--- config.mk ---
export PLATFORM = sky130hd
export DESIGN_NAME = fpd_cfg_flat
export DESIGN_NICKNAME = d
export VERILOG_FILES = /design/src/hw/rtl/fpd_pkg.sv /design/src/hw/rtl/fpd_ifs.sv /design/src/hw/rtl/fpd_cfg.sv /design/src/flat_wrapper.sv
export SDC_FILE = /design/constraint.sdc
export NUM_CORES = 1
export LEC_CHECK = 0
export BUFFER_PORTS_ARGS = -buffer_cell sky130_fd_sc_hd__buf_2
export CAP_MARGIN = 40
export CORE_UTILIZATION = 45
export DETAILED_ROUTE_END_ITERATION = 6
export PLACE_DENSITY = 0.75
export RECOVER_POWER = 50
export SETUP_SLACK_MARGIN = 0.05
export SLEW_MARGIN = 5
export SYNTH_ARGS = -nofsm -noshare
export SYNTH_HDL_FRONTEND = slang
export SYNTH_SLANG_ARGS = --single-unit
--- constraint.sdc ---
create_clock -name i_clk -period 1.1 [get_ports i_clk]
set_input_delay 0.165 -clock i_clk [delete_from_list [all_inputs] [get_ports i_clk]]
set_output_delay 0.165 -clock i_clk [all_outputs]
set_load 0.03 [all_outputs]
--- src/hw/rtl/fpd_pkg.sv ---
// ----------------------------------------------------------------------------
// fpd_pkg
// Widths, register indexes, reset values and shared types of the filtered
// PID drive unit.
// ----------------------------------------------------------------------------
`default_nettype none

package fpd_pkg;

    // Field widths
    localparam int FRAC_W     = 16;
    localparam int ERR_W      = 32;
    localparam int COEF_W     = 32;
    localparam int LIM_W      = 8;
    localparam int DRV_W      = 25;                 // clamped drive, Q8.16
    localparam int OUT_W      = 26;                 // drive plus offset, Q9.16
    localparam int EPROD_W    = COEF_W + ERR_W;     // error term, Q.16
    localparam int DPROD_W    = COEF_W + DRV_W;     // drive term, Q.32
    localparam int DTERM_W    = DPROD_W - FRAC_W;   // drive term, Q.16
    localparam int ACC_W      = EPROD_W + 3;        // five-term sum
    localparam int CFG_IDX_W  = 3;
    localparam int CFG_DATA_W = 32;

    // Register indexes
    localparam logic [CFG_IDX_W-1:0] REG_COEF_ERR0 = 3'd0;
    localparam logic [CFG_IDX_W-1:0] REG_COEF_ERR1 = 3'd1;
    localparam logic [CFG_IDX_W-1:0] REG_COEF_ERR2 = 3'd2;
    localparam logic [CFG_IDX_W-1:0] REG_COEF_OUT1 = 3'd3;
    localparam logic [CFG_IDX_W-1:0] REG_COEF_OUT2 = 3'd4;
    localparam logic [CFG_IDX_W-1:0] REG_SETPOINT  = 3'd5;
    localparam logic [CFG_IDX_W-1:0] REG_FRICTION  = 3'd6;
    localparam logic [CFG_IDX_W-1:0] REG_LIMIT     = 3'd7;

    // Reset values
    localparam logic [LIM_W-1:0] FRICTION_RST = 8'd32;
    localparam logic [LIM_W-1:0] LIMIT_RST    = 8'd255;

    // Error saturation bounds
    localparam logic signed [ERR_W-1:0] ERR_MAX = 32'sh7FFF_FFFF;
    localparam logic signed [ERR_W-1:0] ERR_MIN = 32'sh8000_0000;

    // Largest drive magnitude: two full 8-bit units in Q.16
    localparam logic signed [OUT_W-1:0] DRIVE_MAX = 26'sd33423360;

    // Configuration as seen by the datapath
    typedef struct packed {
        logic signed [COEF_W-1:0] coef_err0;
        logic signed [COEF_W-1:0] coef_err1;
        logic signed [COEF_W-1:0] coef_err2;
        logic signed [COEF_W-1:0] coef_out1;
        logic signed [COEF_W-1:0] coef_out2;
        logic signed [ERR_W-1:0]  setpoint;
        logic [LIM_W-1:0]         friction_offset;
        logic [LIM_W-1:0]         drive_limit;
    } t_cfg;

endpackage

`default_nettype wire

--- src/hw/rtl/fpd_ifs.sv ---
// ----------------------------------------------------------------------------
// fpd_ifs
// Valid/ready channel interfaces: measurement in, drive out, register write.
// ----------------------------------------------------------------------------
`default_nettype none


interface fpd_cfg_if import fpd_pkg::*; ();
    logic                  valid;
    logic                  ready;
    logic [CFG_IDX_W-1:0]  index;
    logic [CFG_DATA_W-1:0] data;

    modport source (output valid, output index, output data, input ready);
    modport sink   (input valid, input index, input data, output ready);
endinterface

`default_nettype wire

--- src/hw/rtl/fpd_cfg.sv ---
// ----------------------------------------------------------------------------
// fpd_cfg
// Register file for coefficients, setpoint, friction offset and drive limit.
// ----------------------------------------------------------------------------
`default_nettype none

module fpd_cfg import fpd_pkg::*; (
    input  wire logic i_clk,
    input  wire logic i_rst_n,
    fpd_cfg_if.sink   i_cfg,
    output t_cfg      o_cfg
);

    t_cfg r_cfg;
    t_cfg n_cfg;

    // Always take a write beat
    assign i_cfg.ready = 1'b1;

    // Decode the register index
    always_comb begin
        n_cfg = r_cfg;
        if (i_cfg.valid) begin
            case (i_cfg.index)
                REG_COEF_ERR0: n_cfg.coef_err0       = i_cfg.data;
                REG_COEF_ERR1: n_cfg.coef_err1       = i_cfg.data;
                REG_COEF_ERR2: n_cfg.coef_err2       = i_cfg.data;
                REG_COEF_OUT1: n_cfg.coef_out1       = i_cfg.data;
                REG_COEF_OUT2: n_cfg.coef_out2       = i_cfg.data;
                REG_SETPOINT:  n_cfg.setpoint        = i_cfg.data;
                REG_FRICTION:  n_cfg.friction_offset = i_cfg.data[LIM_W-1:0];
                REG_LIMIT:     n_cfg.drive_limit     = i_cfg.data[LIM_W-1:0];
                default:       n_cfg = r_cfg;
            endcase
        end
    end

    always_ff @(posedge i_clk) begin
        if (!i_rst_n) begin
            r_cfg.coef_err0       <= '0;
            r_cfg.coef_err1       <= '0;
            r_cfg.coef_err2       <= '0;
            r_cfg.coef_out1       <= '0;
            r_cfg.coef_out2       <= '0;
            r_cfg.setpoint        <= '0;
            r_cfg.friction_offset <= FRICTION_RST;
            r_cfg.drive_limit     <= LIMIT_RST;
        end else begin
            r_cfg <= n_cfg;
        end
    end

    assign o_cfg = r_cfg;

endmodule

`default_nettype wire

--- src/flat_wrapper.sv ---
// flat-port wrapper written by rule: the top's interface ports become plain ports
module fpd_cfg_flat import fpd_pkg::*;
  (i_clk, i_rst_n, o_cfg, i_cfg_valid, i_cfg_index, i_cfg_data, i_cfg_ready);
  fpd_cfg_if i_cfg_i ();
  input  wire logic i_clk;
  input  wire logic i_rst_n;
  output t_cfg o_cfg;
  input wire logic [$bits(i_cfg_i.valid)-1:0] i_cfg_valid;
  input wire logic [$bits(i_cfg_i.index)-1:0] i_cfg_index;
  input wire logic [$bits(i_cfg_i.data)-1:0] i_cfg_data;
  output wire logic [$bits(i_cfg_i.ready)-1:0] i_cfg_ready;
  assign i_cfg_i.valid = i_cfg_valid;
  assign i_cfg_i.index = i_cfg_index;
  assign i_cfg_i.data = i_cfg_data;
  assign i_cfg_ready = i_cfg_i.ready;
  fpd_cfg u_core (.i_clk(i_clk), .i_rst_n(i_rst_n), .i_cfg(i_cfg_i), .o_cfg(o_cfg));
endmodule
## After elaboration in Yosys (flattened, before gate mapping)

Index checks and enable logic that the tools add are counted.

| cells by class | value |
|---|---|
| equality and inequality tests | 7 |
| reduce and logical (&&, ||, !) cells | 9 |

Operators with widths:

| cell | number |
|---|---|
| $reduce_and A2 Y1 | 8 |
| $eq A3 B3 Y1 const B | 4 |
| $eq A3 B2 Y1 const B | 2 |
| $eq A3 B1 Y1 const B | 1 |
| $logic_not A3 Y1 | 1 |

| storage, ports and cells | value |
|---|---|
| register bits | 208 |
| input port bits | 38 |
| output and inout bits | 209 |
| word-level logic and storage cells | 24 |

## Longest topological paths before layout

| logic depth | value |
|---|---|
| depth in word-level cells | 2 |
| mapped depth | 5 |
| mapped depth without buffers | 2 |

## Worst setup path after synthesis

No wires, ideal clock.

| timing | value |
|---|---|
| path type | input -> register |
| start point | input port i_cfg_index[1] |
| end point | register u_core.r_cfg, in the netlist u_core.o_cfg[177] |
| setup time | 124 ps |
| data arrival time | 1,088 ps |
| data required time | 976 ps |
| slack | -112 ps |
| stages on the path | 4 |
| buffers on the path | 2 |
| cell sequence | or4b_1 -> buf_2 -> buf_6 -> mux2i_1 |

| on the way | value |
|---|---|
| word-level cells in the longest chain between the ends | 2 |

Ends and longest elaborated chain:

| item | RTL line | RTL |
|---|---|---|
| start: declaration | flat_wrapper.sv:9 | `input wire logic [$bits(i_cfg_i.index)-1:0] i_cfg_index;` |
| $logic_not A3 Y1 | fpd_cfg.sv:24 | `case (i_cfg.index)` |
| $reduce_and A2 Y1 (no source line) | - |  |
| end signal: assignment | fpd_cfg.sv:49 | `r_cfg <= n_cfg;` |
| end: declaration | fpd_cfg.sv:14 | `t_cfg r_cfg;` |

No other way between the ends.
A chain may end at the register's enable or synchronous reset.

## Worst setup path after layout

| timing | value |
|---|---|
| start point | register u_core.r_cfg, in the netlist u_core.o_cfg[123] |
| end point | output port o_cfg[123] (netlist name) |

RTL lines:

| item | RTL line | RTL |
|---|---|---|
| end: declaration | flat_wrapper.sv:7 | `output t_cfg o_cfg;` |

No word-level cell between the ends.

==> results.py <==
metrics = {
    "outcome": {
        "status": "complete, but fails checks",
        "failed_checks": "negative setup slack",
    },
    "synth": {
        "netlist_instances": 727,
        "synth_top_area_frac": 0.551,
        "synth.avg_cell_area_um2": 10.4,
        "synth_fp_nets": 765,
        "synth_seq_cells": 208,
        "synth_seq_area_share": 0.551,
        "syn_area_um2": 7550,
        "yosys_warnings": 0,
        "synth.area.top_cells": "dfxtp_1, mux2i_1, nand2_1, clkbuf_1, nor2b_1",
        "synth_cell_type_count": 15,
        "synth.largest_area_cell": "dfxtp_1",
    },
    "routing": {
        "drt_iter0_markers": 246,
        "wire_per_inst_um": 18.0,
        "via_count": 6490,
        "drc_errors": 0,
        "ant_nets": 0,
        "vias_per_cell": 5.03,
        "finalWirelength_um": 23200,
        "drt_first_pass_iters": 4,
    },
    "finish": {
        "drive_above_1_share": 0.549,
        "fin_cells": 1290,
        "largest_reg_flops": 208,
        "utilization": 0.727,
        "layout.nets": 1097,
        "diodes": 0,
        "area.growth.synth_to_final_pct": 58.4,
        "stdcell_area_um2": 12000,
    },
    "timing": {
        "worst_slew_pin_slew_ns": 0.691,
        "drv_slew": 0,
        "rsz0062_at_grt": "true",
        "finalWorstSetupSlack_ns": -0.0431,
        "finalSetupTns_ns": -2.74,
        "fin_worst_skew_ns": 0,
        "timing.fmax_mhz": 875,
        "min_period_ns": 1.14,
        "setup_viol": 201,
        "max_slew_margin": 0.539,
        "fin_crit_sh": 1.04,
        "hold_viol_final": 0,
    },
    "worst_setup_path": {
        "path_delay_family": "flip-flops",
        "critPathRequiredTime_ns": 0.94,
        "cp.arrival_ns": 0.98,
        "cp-end-kind": "primary output",
        "cp_max_fo": 2,
        "path_buf_inv": 1,
        "critPathKind": "flop to primary output",
        "slowest_stage": "dfxtp_2",
        "max_stage_delay_ns": 0.36,
        "worst_setup_path_start_kind": "flop",
        "crit_chain": "buf_6",
    },
    "placed_design": {
        "placed_cell_area_um2": 9380,
        "io_buffers": 245,
        "gp_congestion": 0.793,
        "hpwl_um": 13500,
        "dp_cells": 1180,
    },
    "die": {
        "ios": 247,
        "die_y_um": 132,
        "start_util": 0.459,
        "rows": 47,
        "dieArea_um2": 17300,
        "core_um2": 16500,
        "fp.dieW_um": 132,
    },
    "cts": {
        "cts.htree.levels": 1,
        "clock_latency_ns": 0.48,
        "path_clk_slew_ns": 0.07,
        "clk_path_buf_depth": 3,
        "cts_sinks": 208,
        "cts_buffers": 21,
        "cts-root-buf": "clkbuf_16",
        "cts_tree": "done",
    },
    "grt": {
        "grt_antenna_before_repair": 0,
        "overflow": 0,
        "grt_pass1_wl_um": 35900,
        "grt_max_degree": 37,
        "track_usage": 0.259,
        "grt_pass1_vias": 6601,
    },
    "pwr": {
        "power_mw": 16.3,
        "powerDensity_nw_per_um2": 1360,
        "leakagePower_nw": 6.07,
        "max-vdd-ir-drop_v": 0.000854,
    },
    "min_path": {
        "hold_class": "input port to flop",
    },
    "job": {
        "drv_cap": 0,
    },
}
cell type report:
type | instances | area (µm²)
multi-input combinational | 465 | 3140
sequential | 208 | 4420
timing repair buffer | 363 | 3500
tap | 220 | 275
fill | 1055 | 4500
clock buffer | 30 | 579
clock inverter | 4 | 47.5
Yosys cell counts (all sizes together):
cell type	n
clkbuf	29
buf	25
and4b	1
and4	1
mux2i	208
nand2	231
nand4bb	3
nand4b	2
nor2b	17
conb	1
or4b	1
dfxtp	208
cells by family after synthesis:
logic type	share of synthesized area
buffers and inverters	0.0333
other	0.000496
AND/OR/NAND/NOR	0.139
multiplexers	0.276
flip-flops	0.551
per-stage QoR:
step | hold WS (ns) | worst slack [ns]
global placement | 0.439 | -0.200
global route | 0.0955 | -0.0692
detailed placement | 0.447 | -0.214
CTS | 0.0566 | -0.0642
finish | 0.0717 | -0.0431
floorplan | 0.331 | -0.0982
layer usage:
layer,track usage,part of all wire
met3,0.0478,0.051
met5,0,0
met2,0.460,0.51
met1,0.303,0.40
met4,0.116,0.041
path summary, 6_finish.rpt:
check	start	endpoint	slack [ns]	cells after the start
worst max-delay path	u_core.o_cfg[123]$_SDFFE_PN0P_	o_cfg[123]	-0.04	1
worst min-delay path	i_cfg_data[29]	u_core.o_cfg[205]$_SDFFE_PN0P_	0.07	3
worst max register to register	u_core.o_cfg[126]$_SDFFE_PN0P_	u_core.o_cfg[126]$_SDFFE_PN0P_	0.27	4
worst min register to register	u_core.o_cfg[97]$_SDFFE_PN0P_	u_core.o_cfg[97]$_SDFFE_PN0P_	0.46	2
power breakdown:
group / switching (mW) / total [mW] / internal (mW)
sequential: 0.129 / 7.86 / 7.73
clock: 2.86 / 6.73 / 3.87
combinational: 0.948 / 1.67 / 0.717
what timing repair did:
item                                    4_1_cts  5_1_grt
endpoints found under the setup margin      208      208
endpoints found under the hold margin         8        0
hold buffers                                  8        0
resized for setup                           624        0
gates cloned                                  0        0
buffers inserted                             35       33
pin swaps                                     0        0
cells in the final DEF, fill, tap and decap left out, drive strengths merged:
cell type / Yosys / routed
nand2: 231 / 231
clkinv: 0 / 2
nand4b: 2 / 2
dfxtp: 208 / 208
nor2b: 17 / 17
clkbuf: 29 / 42
bufinv: 0 / 1
or4b: 1 / 1
dlygate4sd3: 0 / 8
clkinvlp: 0 / 1
and4b: 1 / 1
nand4bb: 3 / 3
conb: 1 / 1
mux2i: 208 / 208
and4: 1 / 1
buf: 25 / 343
(Power assumes the default switching activity.)
