## config.mk

```make
export PLATFORM = sky130hd
export DESIGN_NAME = fpd_err_stage_flat
export DESIGN_NICKNAME = d
export VERILOG_FILES = /design/src/hw/rtl/fpd_pkg.sv /design/src/hw/rtl/fpd_ifs.sv /design/src/hw/rtl/fpd_err_stage.sv /design/src/flat_wrapper.sv
export SDC_FILE = /design/constraint.sdc
export NUM_CORES = 1
export LEC_CHECK = 0
export BUFFER_PORTS_ARGS = -buffer_cell sky130_fd_sc_hd__buf_4
export CORE_ASPECT_RATIO = 1.2
export CORE_MARGIN = 8
export CORE_UTILIZATION = 30
export DETAILED_ROUTE_END_ITERATION = 7
export PLACE_DENSITY = 0.65
export REMOVE_ABC_BUFFERS = 1
export SYNTH_ARGS = -nofsm -noshare
export SYNTH_HDL_FRONTEND = slang
export SYNTH_SLANG_ARGS = --single-unit
```

## constraint.sdc

```tcl
create_clock -name i_clk -period 2.95 [get_ports i_clk]
set_input_delay 0.4425 -clock i_clk [delete_from_list [all_inputs] [get_ports i_clk]]
set_output_delay 0.4425 -clock i_clk [all_outputs]
set_load 0.05 [all_outputs]
```

## src/hw/rtl/fpd_pkg.sv

```systemverilog
// ----------------------------------------------------------------------------
// fpd_pkg
// Widths, register indexes, reset values and shared types of the filtered
// PID drive unit.
// ----------------------------------------------------------------------------
`default_nettype none

package fpd_pkg;

    // Field widths
    localparam int FRAC_W     = 16;
    localparam int ERR_W      = 32;
    localparam int COEF_W     = 32;
    localparam int LIM_W      = 8;
    localparam int DRV_W      = 25;                 // clamped drive, Q8.16
    localparam int OUT_W      = 26;                 // drive plus offset, Q9.16
    localparam int EPROD_W    = COEF_W + ERR_W;     // error term, Q.16
    localparam int DPROD_W    = COEF_W + DRV_W;     // drive term, Q.32
    localparam int DTERM_W    = DPROD_W - FRAC_W;   // drive term, Q.16
    localparam int ACC_W      = EPROD_W + 3;        // five-term sum
    localparam int CFG_IDX_W  = 3;
    localparam int CFG_DATA_W = 32;

    // Register indexes
    localparam logic [CFG_IDX_W-1:0] REG_COEF_ERR0 = 3'd0;
    localparam logic [CFG_IDX_W-1:0] REG_COEF_ERR1 = 3'd1;
    localparam logic [CFG_IDX_W-1:0] REG_COEF_ERR2 = 3'd2;
    localparam logic [CFG_IDX_W-1:0] REG_COEF_OUT1 = 3'd3;
    localparam logic [CFG_IDX_W-1:0] REG_COEF_OUT2 = 3'd4;
    localparam logic [CFG_IDX_W-1:0] REG_SETPOINT  = 3'd5;
    localparam logic [CFG_IDX_W-1:0] REG_FRICTION  = 3'd6;
    localparam logic [CFG_IDX_W-1:0] REG_LIMIT     = 3'd7;

    // Reset values
    localparam logic [LIM_W-1:0] FRICTION_RST = 8'd32;
    localparam logic [LIM_W-1:0] LIMIT_RST    = 8'd255;

    // Error saturation bounds
    localparam logic signed [ERR_W-1:0] ERR_MAX = 32'sh7FFF_FFFF;
    localparam logic signed [ERR_W-1:0] ERR_MIN = 32'sh8000_0000;

    // Largest drive magnitude: two full 8-bit units in Q.16
    localparam logic signed [OUT_W-1:0] DRIVE_MAX = 26'sd33423360;

    // Configuration as seen by the datapath
    typedef struct packed {
        logic signed [COEF_W-1:0] coef_err0;
        logic signed [COEF_W-1:0] coef_err1;
        logic signed [COEF_W-1:0] coef_err2;
        logic signed [COEF_W-1:0] coef_out1;
        logic signed [COEF_W-1:0] coef_out2;
        logic signed [ERR_W-1:0]  setpoint;
        logic [LIM_W-1:0]         friction_offset;
        logic [LIM_W-1:0]         drive_limit;
    } t_cfg;

endpackage

`default_nettype wire

```

## src/hw/rtl/fpd_ifs.sv

```systemverilog
// ----------------------------------------------------------------------------
// fpd_ifs
// Valid/ready channel interfaces: measurement in, drive out, register write.
// ----------------------------------------------------------------------------
`default_nettype none

interface fpd_in_if import fpd_pkg::*; ();
    logic                    valid;
    logic                    ready;
    logic signed [ERR_W-1:0] measured;

    modport source (output valid, output measured, input ready);
    modport sink   (input valid, input measured, output ready);
endinterface


`default_nettype wire

```

## src/hw/rtl/fpd_err_stage.sv

```systemverilog
// ----------------------------------------------------------------------------
// fpd_err_stage
// Input register: forms the saturated position error of each accepted beat.
// ----------------------------------------------------------------------------
`default_nettype none

module fpd_err_stage import fpd_pkg::*; (
    input  wire logic                    i_clk,
    input  wire logic                    i_rst_n,
    fpd_in_if.sink                       i_in,
    input  wire logic signed [ERR_W-1:0] i_setpoint,
    input  wire logic                    i_advance,
    output logic                         o_valid,
    output logic signed [ERR_W-1:0]      o_err
);

    logic                    r_valid;
    logic signed [ERR_W-1:0] r_err;
    logic signed [ERR_W:0]   diff;
    logic signed [ERR_W-1:0] n_err;
    logic                    take;

    // Accept while empty or while the held beat moves on
    assign i_in.ready = !r_valid || i_advance;
    assign take       = i_in.valid && i_in.ready;

    // Subtract with one guard bit, saturate on overflow
    always_comb begin
        diff = (ERR_W+1)'(i_setpoint) - (ERR_W+1)'(i_in.measured);
        if (diff[ERR_W] != diff[ERR_W-1]) begin
            n_err = diff[ERR_W] ? ERR_MIN : ERR_MAX;
        end else begin
            n_err = diff[ERR_W-1:0];
        end
    end

    always_ff @(posedge i_clk) begin
        if (!i_rst_n) begin
            r_valid <= 1'b0;
        end else if (i_in.ready) begin
            r_valid <= i_in.valid;
        end
    end

    // Load payload on an accepted beat
    always_ff @(posedge i_clk) begin
        if (take) begin
            r_err <= n_err;
        end
    end

    assign o_valid = r_valid;
    assign o_err   = r_err;

endmodule

`default_nettype wire

```

## src/flat_wrapper.sv

```systemverilog
// flat-port wrapper written by rule: the top's interface ports become plain ports
module fpd_err_stage_flat import fpd_pkg::*;
  (i_clk, i_rst_n, i_setpoint, i_advance, o_valid, o_err, i_in_valid, i_in_measured, i_in_ready);
  fpd_in_if i_in_i ();
  input  wire logic i_clk;
  input  wire logic i_rst_n;
  input  wire logic signed [ERR_W-1:0] i_setpoint;
  input  wire logic i_advance;
  output logic o_valid;
  output logic signed [ERR_W-1:0] o_err;
  input wire logic [$bits(i_in_i.valid)-1:0] i_in_valid;
  input wire logic [$bits(i_in_i.measured)-1:0] i_in_measured;
  output wire logic [$bits(i_in_i.ready)-1:0] i_in_ready;
  assign i_in_i.valid = i_in_valid;
  assign i_in_i.measured = i_in_measured;
  assign i_in_ready = i_in_i.ready;
  fpd_err_stage u_core (.i_clk(i_clk), .i_rst_n(i_rst_n), .i_in(i_in_i), .i_setpoint(i_setpoint), .i_advance(i_advance), .o_valid(o_valid), .o_err(o_err));
endmodule
```

# == Word level (Yosys, flattened, before mapping) ==
# Index checks and enable logic that the tools add are counted.
# word_totals
mem_bits_ro,0
mem_count,0
register_bits,33
latch_bits,0
ramBits,0
# op_classes
n_addsub,1
shifts,0
bitwise,0
mux,2
div,0
n_mul,0
reduce_logical,3
magnitude_cmp,0
eq_ne,1
# op_table
operator,n
$mux 32,2
$sub 32x32->33,1
$logic_and 1x1->1,1
$logic_not 1->1,1
$logic_or 1x1->1,1
$ne 1x1->1,1

# == Logic depth before layout (Yosys ltp) ==
# Gate-level depths: netlist (run 1).
# depth
ltp_word,3
mapped_depth,14
ltp_nobuf,13

# == Worst setup path before layout (run 1) ==
# No wires, ideal clock.
# synth_path
path_kind,input to register
start,input port i_setpoint[0]
end,"register u_core.r_err[17], in the netlist u_core.o_err[17], data pin"
setup_ns,0.252
arrival_time_ns,2.750
path_slack_ns,-0.052
stages,14
required_ns,2.698
path_cell_list,inv_1 -> ha_1 -> inv_1 -> fa_1 -> a211oi_1 -> o211ai_1 -> nand4_1 -> a211oi_2 -> o21ai_2 -> a311o_1 -> nand2b_4 -> mux2i_4 -> buf_8 -> nor2_2
# synth_between
elab_chain_cells,3
word_cells_on_any_way,4
classes_between,add/sub (1); eq/ne (1); mux (2)
# synth_lines
element,line,rtl
"start, declared",flat_wrapper.sv:7,input wire logic signed [ERR_W-1:0] i_setpoint;
$sub 32x32->33 *,fpd_err_stage.sv:29,diff = (ERR_W+1)'(i_setpoint) - (ERR_W+1)'(i_in.measured);
$mux 32 or $ne 1x1->1 (tied branches),"fpd_err_stage.sv:31, fpd_err_stage.sv:30",
$mux 32 *,fpd_err_stage.sv:30,if (diff[ERR_W] != diff[ERR_W-1]) begin
net u_core.n_err[17],fpd_err_stage.sv:20,logic signed [ERR_W-1:0] n_err;
"end signal, assigned",fpd_err_stage.sv:48,r_err <= n_err;
"end, declared",fpd_err_stage.sv:18,logic signed [ERR_W-1:0] r_err;
# The timed path passes the listed nets; every way through them passes the cells marked *.
# A chain may end at the register's enable or synchronous reset.

# == Final worst setup path (run 1) ==
# layout_path
start,input port i_in_measured[4]
end,"register u_core.r_err[13], in the netlist u_core.o_err[13], data pin"
# layout_between
elab_chain_cells,3
word_cells_on_any_way,4
classes_between,add/sub (1); eq/ne (1); mux (2)
# layout_lines
element,line,rtl
"start, declared",flat_wrapper.sv:12,input wire logic [$bits(i_in_i.measured)-1:0] i_in_measured;
$sub 32x32->33 *,fpd_err_stage.sv:29,
$mux 32 or $ne 1x1->1 (tied branches),"fpd_err_stage.sv:31, fpd_err_stage.sv:30",
$mux 32 *,fpd_err_stage.sv:30,
net u_core.n_err[13],fpd_err_stage.sv:20,
# Marked as above.

==> flow_metrics.tcl, run 1 <==
set metrics [dict create \
    drt-met1-wl_mm 4.10 \
    switching_share_pct 39.1 \
    design.die.area_mm2 0.0145 \
    total_number_of_vias 3192 \
    synthTopCellsByArea "sky130_fd_sc_hd__edfxtp_1, sky130_fd_sc_hd__ha_1, sky130_fd_sc_hd__a21oi_1" \
    category_of_cells_accounting_for_the_largest_share_of_critical_path_delay "compound AO/OA/AOI/OAI gates" \
    initial_utilization_pct 30.8 \
    main_combinational_cell_family_by_area_after_synthesis "compound AO/OA/AOI/OAI gates" \
    post_synth_inst_count 367 \
    cts-root-to-sink-buffers 2 \
    worst_clock_skew_ps 4.30 \
    numCtsBuffers 5 \
    netlist-cell-type-count 58 \
    postSynth.asyncResetShare_pct 0 \
    r2r-end "u_core.o_err[8]$_DFFE_PP_" \
    dr.max_layer_used "met4" \
    power_density_mw_per_mm2 497 \
    hpwlAfterDp_mm 8.10 \
    synth_top_area_cell "sky130_fd_sc_hd__edfxtp_1" \
    synth-compound-area-share_pct 26.2 \
    route.antenna.remaining_nets 0 \
    report.final.slew_viol_count 0 \
    regToRegSetupSlack_ps 1690 \
    post_synth_xor_area_fraction_pct 7.80 \
    yosys.area_share.adder_pct 13.2 \
    layout_min_cycle_time_ps 2830 \
    post-place-ws_ps -309 \
    insertion_delay_ps 280 \
    timing.critical_path.fanout_max 7 \
    result_of_the_run "complete, no violations" \
    cp.buffers_inverters 3 \
    drc 0 \
    worst-endpoint-arrival_ps 2850 \
    cap_violations 0 \
    clk_pin_slew_worst_paths_ps 50 \
    global_route_wire_length_before_repair_mm 15.2 \
    iteration_count_of_the_initial_detailed_routing_pass 4 \
    cts_root_buffer "sky130_fd_sc_hd__clkbuf_16" \
    hold_depth 3 \
    cts.sinks 33 \
    slew_headroom_pct 70.6 \
    hp-start "i_in_valid" \
    first_global_vias 3286 \
    drive_above_1_share_pct 42.1 \
    criticalPathCategory "in -> reg" \
    ys_dominant_reg_cell "sky130_fd_sc_hd__edfxtp_1" \
    timing.final.setup_violations 0 \
    yosys-mux-area-fraction_pct 1.38 \
    nets 636 \
    die_width_um 111 \
    synth_simple_gate_area_share_pct 14.5 \
    die_h_um 130 \
    final.period_utilization_pct 95.8 \
    area_growth_pct 51.4 \
    synth.yosys.warnings 0 \
    start_kind "input pin" \
    final_hold_viol_count 0 \
    totalWireLength_mm 9.61 \
    crit_path_max_incr_delay_ps 350 \
    worst_vdd_rail_ir_drop_mv 0.280 \
    routed-wl-met2_mm 4.93 \
    yosysTopAreaCellShare_pct 29.5 \
    clkPwrFrac_pct 19.9 \
    cp_required_ps 2970 \
    core_region_area_mm2 0.0106 \
    p_sw_mw 0.959 \
    synth_seq_cells 33 \
    totalNegativeSetupSlack_ps 0 \
    h-tree-depth 2 \
    worst_path_cell_with_the_longest_stage_delay "sky130_fd_sc_hd__or3_1" \
    rows 41 \
    combinationalPowerShare_pct 53.1 \
    overflow_after_grt 0 \
    port_buffers 101 \
    power.share.sequential_pct 27.0 \
    synth_enable_flop_cells 32 \
    critical_path_cell_count 13 \
    grt_antenna_before_repair 0 \
    initialDrtViolationCount 176 \
    highest_clock_rate_mhz 354 \
    synth-seq-area-share_pct 30.1 \
    grt_start_max_net_pins 33 \
    unrepaired_setup_endpoints_after_global_routing "true" \
    gpl.final_weighted_congestion 0.889 \
    static-leakage-power_nw 2.33 \
    worstMarginPinSlew_ps 437 \
    post_cts_hold_buffer_count 0 \
    wire_per_inst_um 14.5 \
    wl_met3_um 355 \
    hold_crit_class "in -> reg" \
    final.setup.worst_slack_ps 123 \
    grt.total_usage_pct 12.7 \
    antenna_cells 0 \
    cts_tree "done" \
    internal_power_mw 1.49 \
    r2r.worst_path.cells 3 \
    io_pins 102 \
    syn_area_per_cell_um2 8.88 \
    hold_path_end "u_core.o_valid$_SDFFE_PN0N_" \
    timing.rr.start "u_core.o_valid$_SDFFE_PN0N_" \
    netlist_area_before_placement_mm2 0.00326 \
    worst_setup_path_end_kind "register" \
    crit_path_cell_trace "buf_4 > inv_1 > ha_4 > a21o_1 > or3_1 > o2111ai_2 > o21ai_1 > a41o_1 > o22ai_4 > nor2_4 > mux2i_4 > buf_6 > a31oi_1" \
    vias_per_cell 4.81 \
]
-- synthesized netlist by cell type, types with 3 or more instances --
cell,instances
sky130_fd_sc_hd__nand4_1,7
sky130_fd_sc_hd__ha_1,32
sky130_fd_sc_hd__nor2_1,17
sky130_fd_sc_hd__edfxtp_1,32
sky130_fd_sc_hd__o21ai_0,22
sky130_fd_sc_hd__o21a_1,5
sky130_fd_sc_hd__inv_1,42
sky130_fd_sc_hd__o211ai_1,6
sky130_fd_sc_hd__a21o_1,17
sky130_fd_sc_hd__nor3b_1,3
sky130_fd_sc_hd__clkbuf_1,4
sky130_fd_sc_hd__nand3_1,6
sky130_fd_sc_hd__nor2b_1,3
sky130_fd_sc_hd__a31oi_1,3
sky130_fd_sc_hd__o21ai_1,8
sky130_fd_sc_hd__a21oi_2,11
sky130_fd_sc_hd__a21oi_1,33
sky130_fd_sc_hd__xor2_1,12
sky130_fd_sc_hd__xnor2_1,17
sky130_fd_sc_hd__and3_1,3
sky130_fd_sc_hd__nand2_1,30
sky130_fd_sc_hd__nor3_1,3
sky130_fd_sc_hd__nand2b_1,5
sky130_fd_sc_hd__and2_1,4
-- cells by family (layout without fill, tap and decap cells) --
logic type,after synthesis,in the layout
simple gates,92,92
fa+ha+maj,34,34
compound gates,126,126
xor+xnor,29,29
buf+inv,51,219
flops,33,33
mux,2,2
-- stage by stage --
step                      total power, mW  hold slack, ps  cell area (um^2)  std cells  utilization (%)
final                                2.45             430              4930        664             46.7
after CTS                            2.40             429              4760        662             45.0
after global routing                 2.58             429              4930        664             46.7
after floorplan                      1.45             581              3200        358                -
after global placement               1.89             512              4610        654             43.6
after detailed placement             1.91             538              4610        654             43.6
-- cell usage in the layout, fill, tap and decap left out, types with 16 or more instances in the layout --
cell type / instances
sky130_fd_sc_hd__nand2_1: 28
sky130_fd_sc_hd__buf_4: 161
sky130_fd_sc_hd__a21oi_1: 27
sky130_fd_sc_hd__inv_1: 40
sky130_fd_sc_hd__a21o_1: 17
sky130_fd_sc_hd__ha_1: 28
sky130_fd_sc_hd__o21ai_0: 22
sky130_fd_sc_hd__a21oi_2: 17
sky130_fd_sc_hd__xnor2_1: 16
sky130_fd_sc_hd__edfxtp_1: 32
sky130_fd_sc_hd__nor2_1: 17
-- repair_timing --
item | CTS | global route
pin swaps | 1 | 9
setup endpoints to repair | 21 | 31
cloned | 0 | 1
gates resized for setup | 1 | 36
buffers inserted | 1 | 1
-- final cells by class --
| type | count | area (um^2) |
|---|---|---|
| sequential | 33 | 981 |
| clock inverter | 2 | 11.3 |
| inverter | 42 | 160 |
| multi-input combinational | 283 | 2180 |
| timing repair buffer | 170 | 1310 |
| tap | 129 | 161 |
| fill | 1000 | 5640 |
| clock buffer | 5 | 125 |
-- worst max-delay path by stage --
stage,from,end,slack [ps]
2_1_floorplan,i_setpoint[0],u_core.o_err[13]$_DFFE_PP_,-210
6_report,i_in_measured[4],u_core.o_err[13]$_DFFE_PP_,120
3_3_place_gp,i_setpoint[0],u_core.o_err[19]$_DFFE_PP_,-230
4_1_cts,i_in_measured[0],u_core.o_err[6]$_DFFE_PP_,40
5_1_grt,i_in_measured[3],u_core.o_err[9]$_DFFE_PP_,-60
3_5_place_dp,i_setpoint[0],u_core.o_err[19]$_DFFE_PP_,-310
-- power by group through the flow --
stage               clock network [mW]  logic [mW]  registers (mW)
finish                           0.489        1.30           0.662
CTS                              0.496        1.24           0.663
floorplan                            0       0.520           0.930
global placement                     0        1.22           0.673
global route                     0.514        1.40           0.669
detailed placement                   0        1.23           0.672
-- sequential cells by signal (all words and copies together) (netlist names) --
signal          flops
u_core.o_err       32
u_core.o_valid      1
-- worst min-delay path: stages --
cell and delay, ps:
sky130_fd_sc_hd__buf_4 110, sky130_fd_sc_hd__inv_1 40, sky130_fd_sc_hd__a21boi_0 60
-- layer usage --
metal  vias up  global-route usage (%)
met5         -                       0
met4         0                    5.66
met3        14                    2.16
met2        67                    23.2
met1      1455                    14.3
li1       1656                       -
Power figures use the tool's default switching activity.
==> run 2: changes to the inputs <==
Settings changed: PLACE_DENSITY 0.65 to 0.63, SETUP_SLACK_MARGIN set to 0.4.
==> run 2 against run 1 <==
Worst setup slack gained 17 ps; global-route usage grew 0.22 points; hold slack worse by 4.8 ps; via count is 1.2% higher; critical path depth grew 3; utilization rose by 0.37 points; die area is the same; register-to-register slack hardly changed; clock power fell by 1%; clock skew shrank 1.8 ps; maximum frequency grew 0.60%; largest cell class unchanged.
==> flow_metrics.tcl, run 2 (synthesis gave the netlist of run 1 again) <==
set metrics [dict create \
    grt_antenna_before_repair 0 \
    wire_per_inst_um 14.5 \
    hold_path_end "u_core.o_valid$_SDFFE_PN0N_" \
    grt_start_max_net_pins 33 \
    grt.total_usage_pct 12.9 \
    most_common_library_cell_in_the_layout_ignoring_fill_and_taps "sky130_fd_sc_hd__buf_4" \
    hpwlAfterDp_mm 7.99 \
    result_of_the_run "complete, no violations" \
    fillCellCount 1028 \
    unrepaired_setup_endpoints_after_global_routing "true" \
    rows 41 \
    port_buffers 101 \
    core_region_area_mm2 0.0106 \
    start_kind "input pin" \
    cts-root-to-sink-buffers 2 \
    worst_clock_skew_ps 2.52 \
    h-tree-depth 2 \
    drive_above_1_share_pct 43.0 \
    r2r-end "u_core.o_err[13]$_DFFE_PP_" \
    power_density_mw_per_mm2 494 \
    first_global_vias 3438 \
    highest_clock_rate_mhz 356 \
    post-route-util_pct 47.0 \
    timing.final.setup_violations 0 \
    initial_utilization_pct 30.8 \
    report.final.slew_viol_count 0 \
    static-leakage-power_nw 2.35 \
    numCtsBuffers 5 \
    hold_depth 3 \
    worst-endpoint-arrival_ps 2830 \
    timing.rr.start "u_core.o_valid$_SDFFE_PN0N_" \
    hold_crit_class "in -> reg" \
    worstMarginPinSlew_ps 418 \
    total_number_of_vias 3229 \
    clk_pin_slew_worst_paths_ps 50 \
    die_width_um 111 \
    overflow_after_grt 0 \
    gpl.final_weighted_congestion 0.830 \
    mostFrequentLayoutCells "sky130_fd_sc_hd__buf_4, sky130_fd_sc_hd__inv_1, sky130_fd_sc_hd__edfxtp_1" \
    slew_headroom_pct 72.2 \
    cts_tree "done" \
    antenna_cells 0 \
    regToRegSetupSlack_ps 1690 \
    timing.critical_path.from "i_setpoint[0]" \
    die_h_um 130 \
    criticalPathCategory "in -> reg" \
    p_sw_mw 0.963 \
    io_pins 102 \
    global_route_wire_length_before_repair_mm 15.5 \
    cts.sinks 33 \
    r2r.worst_path.cells 3 \
    insertion_delay_ps 280 \
    nets 635 \
    power.share.sequential_pct 26.8 \
    cp_required_ps 2970 \
    route.antenna.remaining_nets 0 \
    cap_violations 0 \
    final_hold_viol_count 0 \
    totalNegativeSetupSlack_ps 0 \
    final.period_utilization_pct 95.3 \
    cts_root_buffer "sky130_fd_sc_hd__clkbuf_16" \
    switching_share_pct 39.2 \
    internal_power_mw 1.49 \
    area_growth_pct 52.6 \
    totalWireLength_mm 9.66 \
    max_reg_flops 32 \
    drc 0 \
    iteration_count_of_the_initial_detailed_routing_pass 4 \
    vias_per_cell 4.86 \
    timing.critical_path.fanout_max 15 \
    initialDrtViolationCount 130 \
    hp-start "i_in_valid" \
    clkPwrFrac_pct 19.6 \
    layout_min_cycle_time_ps 2810 \
    design.die.area_mm2 0.0145 \
    worst_vdd_rail_ir_drop_mv 0.227 \
    worst_setup_path_end_kind "register" \
    combinationalPowerShare_pct 53.5 \
]
-- run 2: power by group through the flow --
stage / combinational, mW / sequential, mW / clock, mW
floorplan: 0.520 / 0.930 / 0
global placement: 1.22 / 0.667 / 0
detailed placement: 1.24 / 0.669 / 0
CTS: 1.29 / 0.660 / 0.496
global route: 1.41 / 0.665 / 0.510
finish: 1.31 / 0.658 / 0.482
-- run 2: worst max-delay path by stage --
stage	cells after the start	end
2_1_floorplan	13	u_core.o_err[13]$_DFFE_PP_
6_report	16	u_core.o_err[5]$_DFFE_PP_
3_5_place_dp	13	u_core.o_err[30]$_DFFE_PP_
4_1_cts	16	u_core.o_err[13]$_DFFE_PP_
5_1_grt	16	u_core.o_err[7]$_DFFE_PP_
3_3_place_gp	14	u_core.o_err[18]$_DFFE_PP_
-- run 2: area by class of cell --
class / instances / area [um^2] / share of cell area (%)
timing repair buffer: 169 / 1330 / 26.7
inverter: 42 / 160 / 3.22
sequential: 33 / 981 / 19.7
clock inverter: 3 / 12.5 / 0.252
clock buffer: 5 / 125 / 2.52
multi-input combinational: 283 / 2200 / 44.3
tap: 129 / 161 / 3.25
-- run 2: worst max-delay path: stages --
cell and delay [ps]:
sky130_fd_sc_hd__buf_6 70, sky130_fd_sc_hd__inv_4 30, sky130_fd_sc_hd__ha_4 140, sky130_fd_sc_hd__inv_2 50
sky130_fd_sc_hd__fa_2 200, sky130_fd_sc_hd__a211oi_2 70, sky130_fd_sc_hd__o211ai_1 240, sky130_fd_sc_hd__nand4_1 190
sky130_fd_sc_hd__a211oi_2 300, sky130_fd_sc_hd__o21ai_2 140, sky130_fd_sc_hd__a311oi_4 260, sky130_fd_sc_hd__buf_6 160
sky130_fd_sc_hd__nor2_4 40, sky130_fd_sc_hd__mux2i_4 230, sky130_fd_sc_hd__buf_12 190, sky130_fd_sc_hd__a21oi_1 80
-- run 2: repair_timing --
action,4_1_cts,5_1_grt
hold endpoints to repair,0,0
gates resized for setup,29,21
buffers inserted,5,1
endpoints found under the setup margin,32,32
hold buffers,0,0
pin swaps,6,7
-- run 2: layer usage --
layer / up-vias / global-route usage, % / wire (um)
met5: - / 0 / 0
met4: 0 / 7.15 / 332
met2: 77 / 24.5 / 5110
li1: 1660 / - / -
met1: 1471 / 13.4 / 3850
met3: 21 / 2.02 / 371
-- run 2: metrics by stage --
stage | total power, mW | instances | worst slack [ps] | hold slack (ps) | cell area (um^2)
3_3_place_gp | 1.89 | 650 | -197 | 514 | 4610
2_1_floorplan | 1.45 | 358 | -211 | 581 | 3200
5_1_grt | 2.59 | 664 | -7.30 | 425 | 4970
6_report | 2.45 | 664 | 140 | 426 | 4970
4_1_cts | 2.44 | 663 | 154 | 417 | 4880
3_5_place_dp | 1.91 | 650 | -270 | 530 | 4610
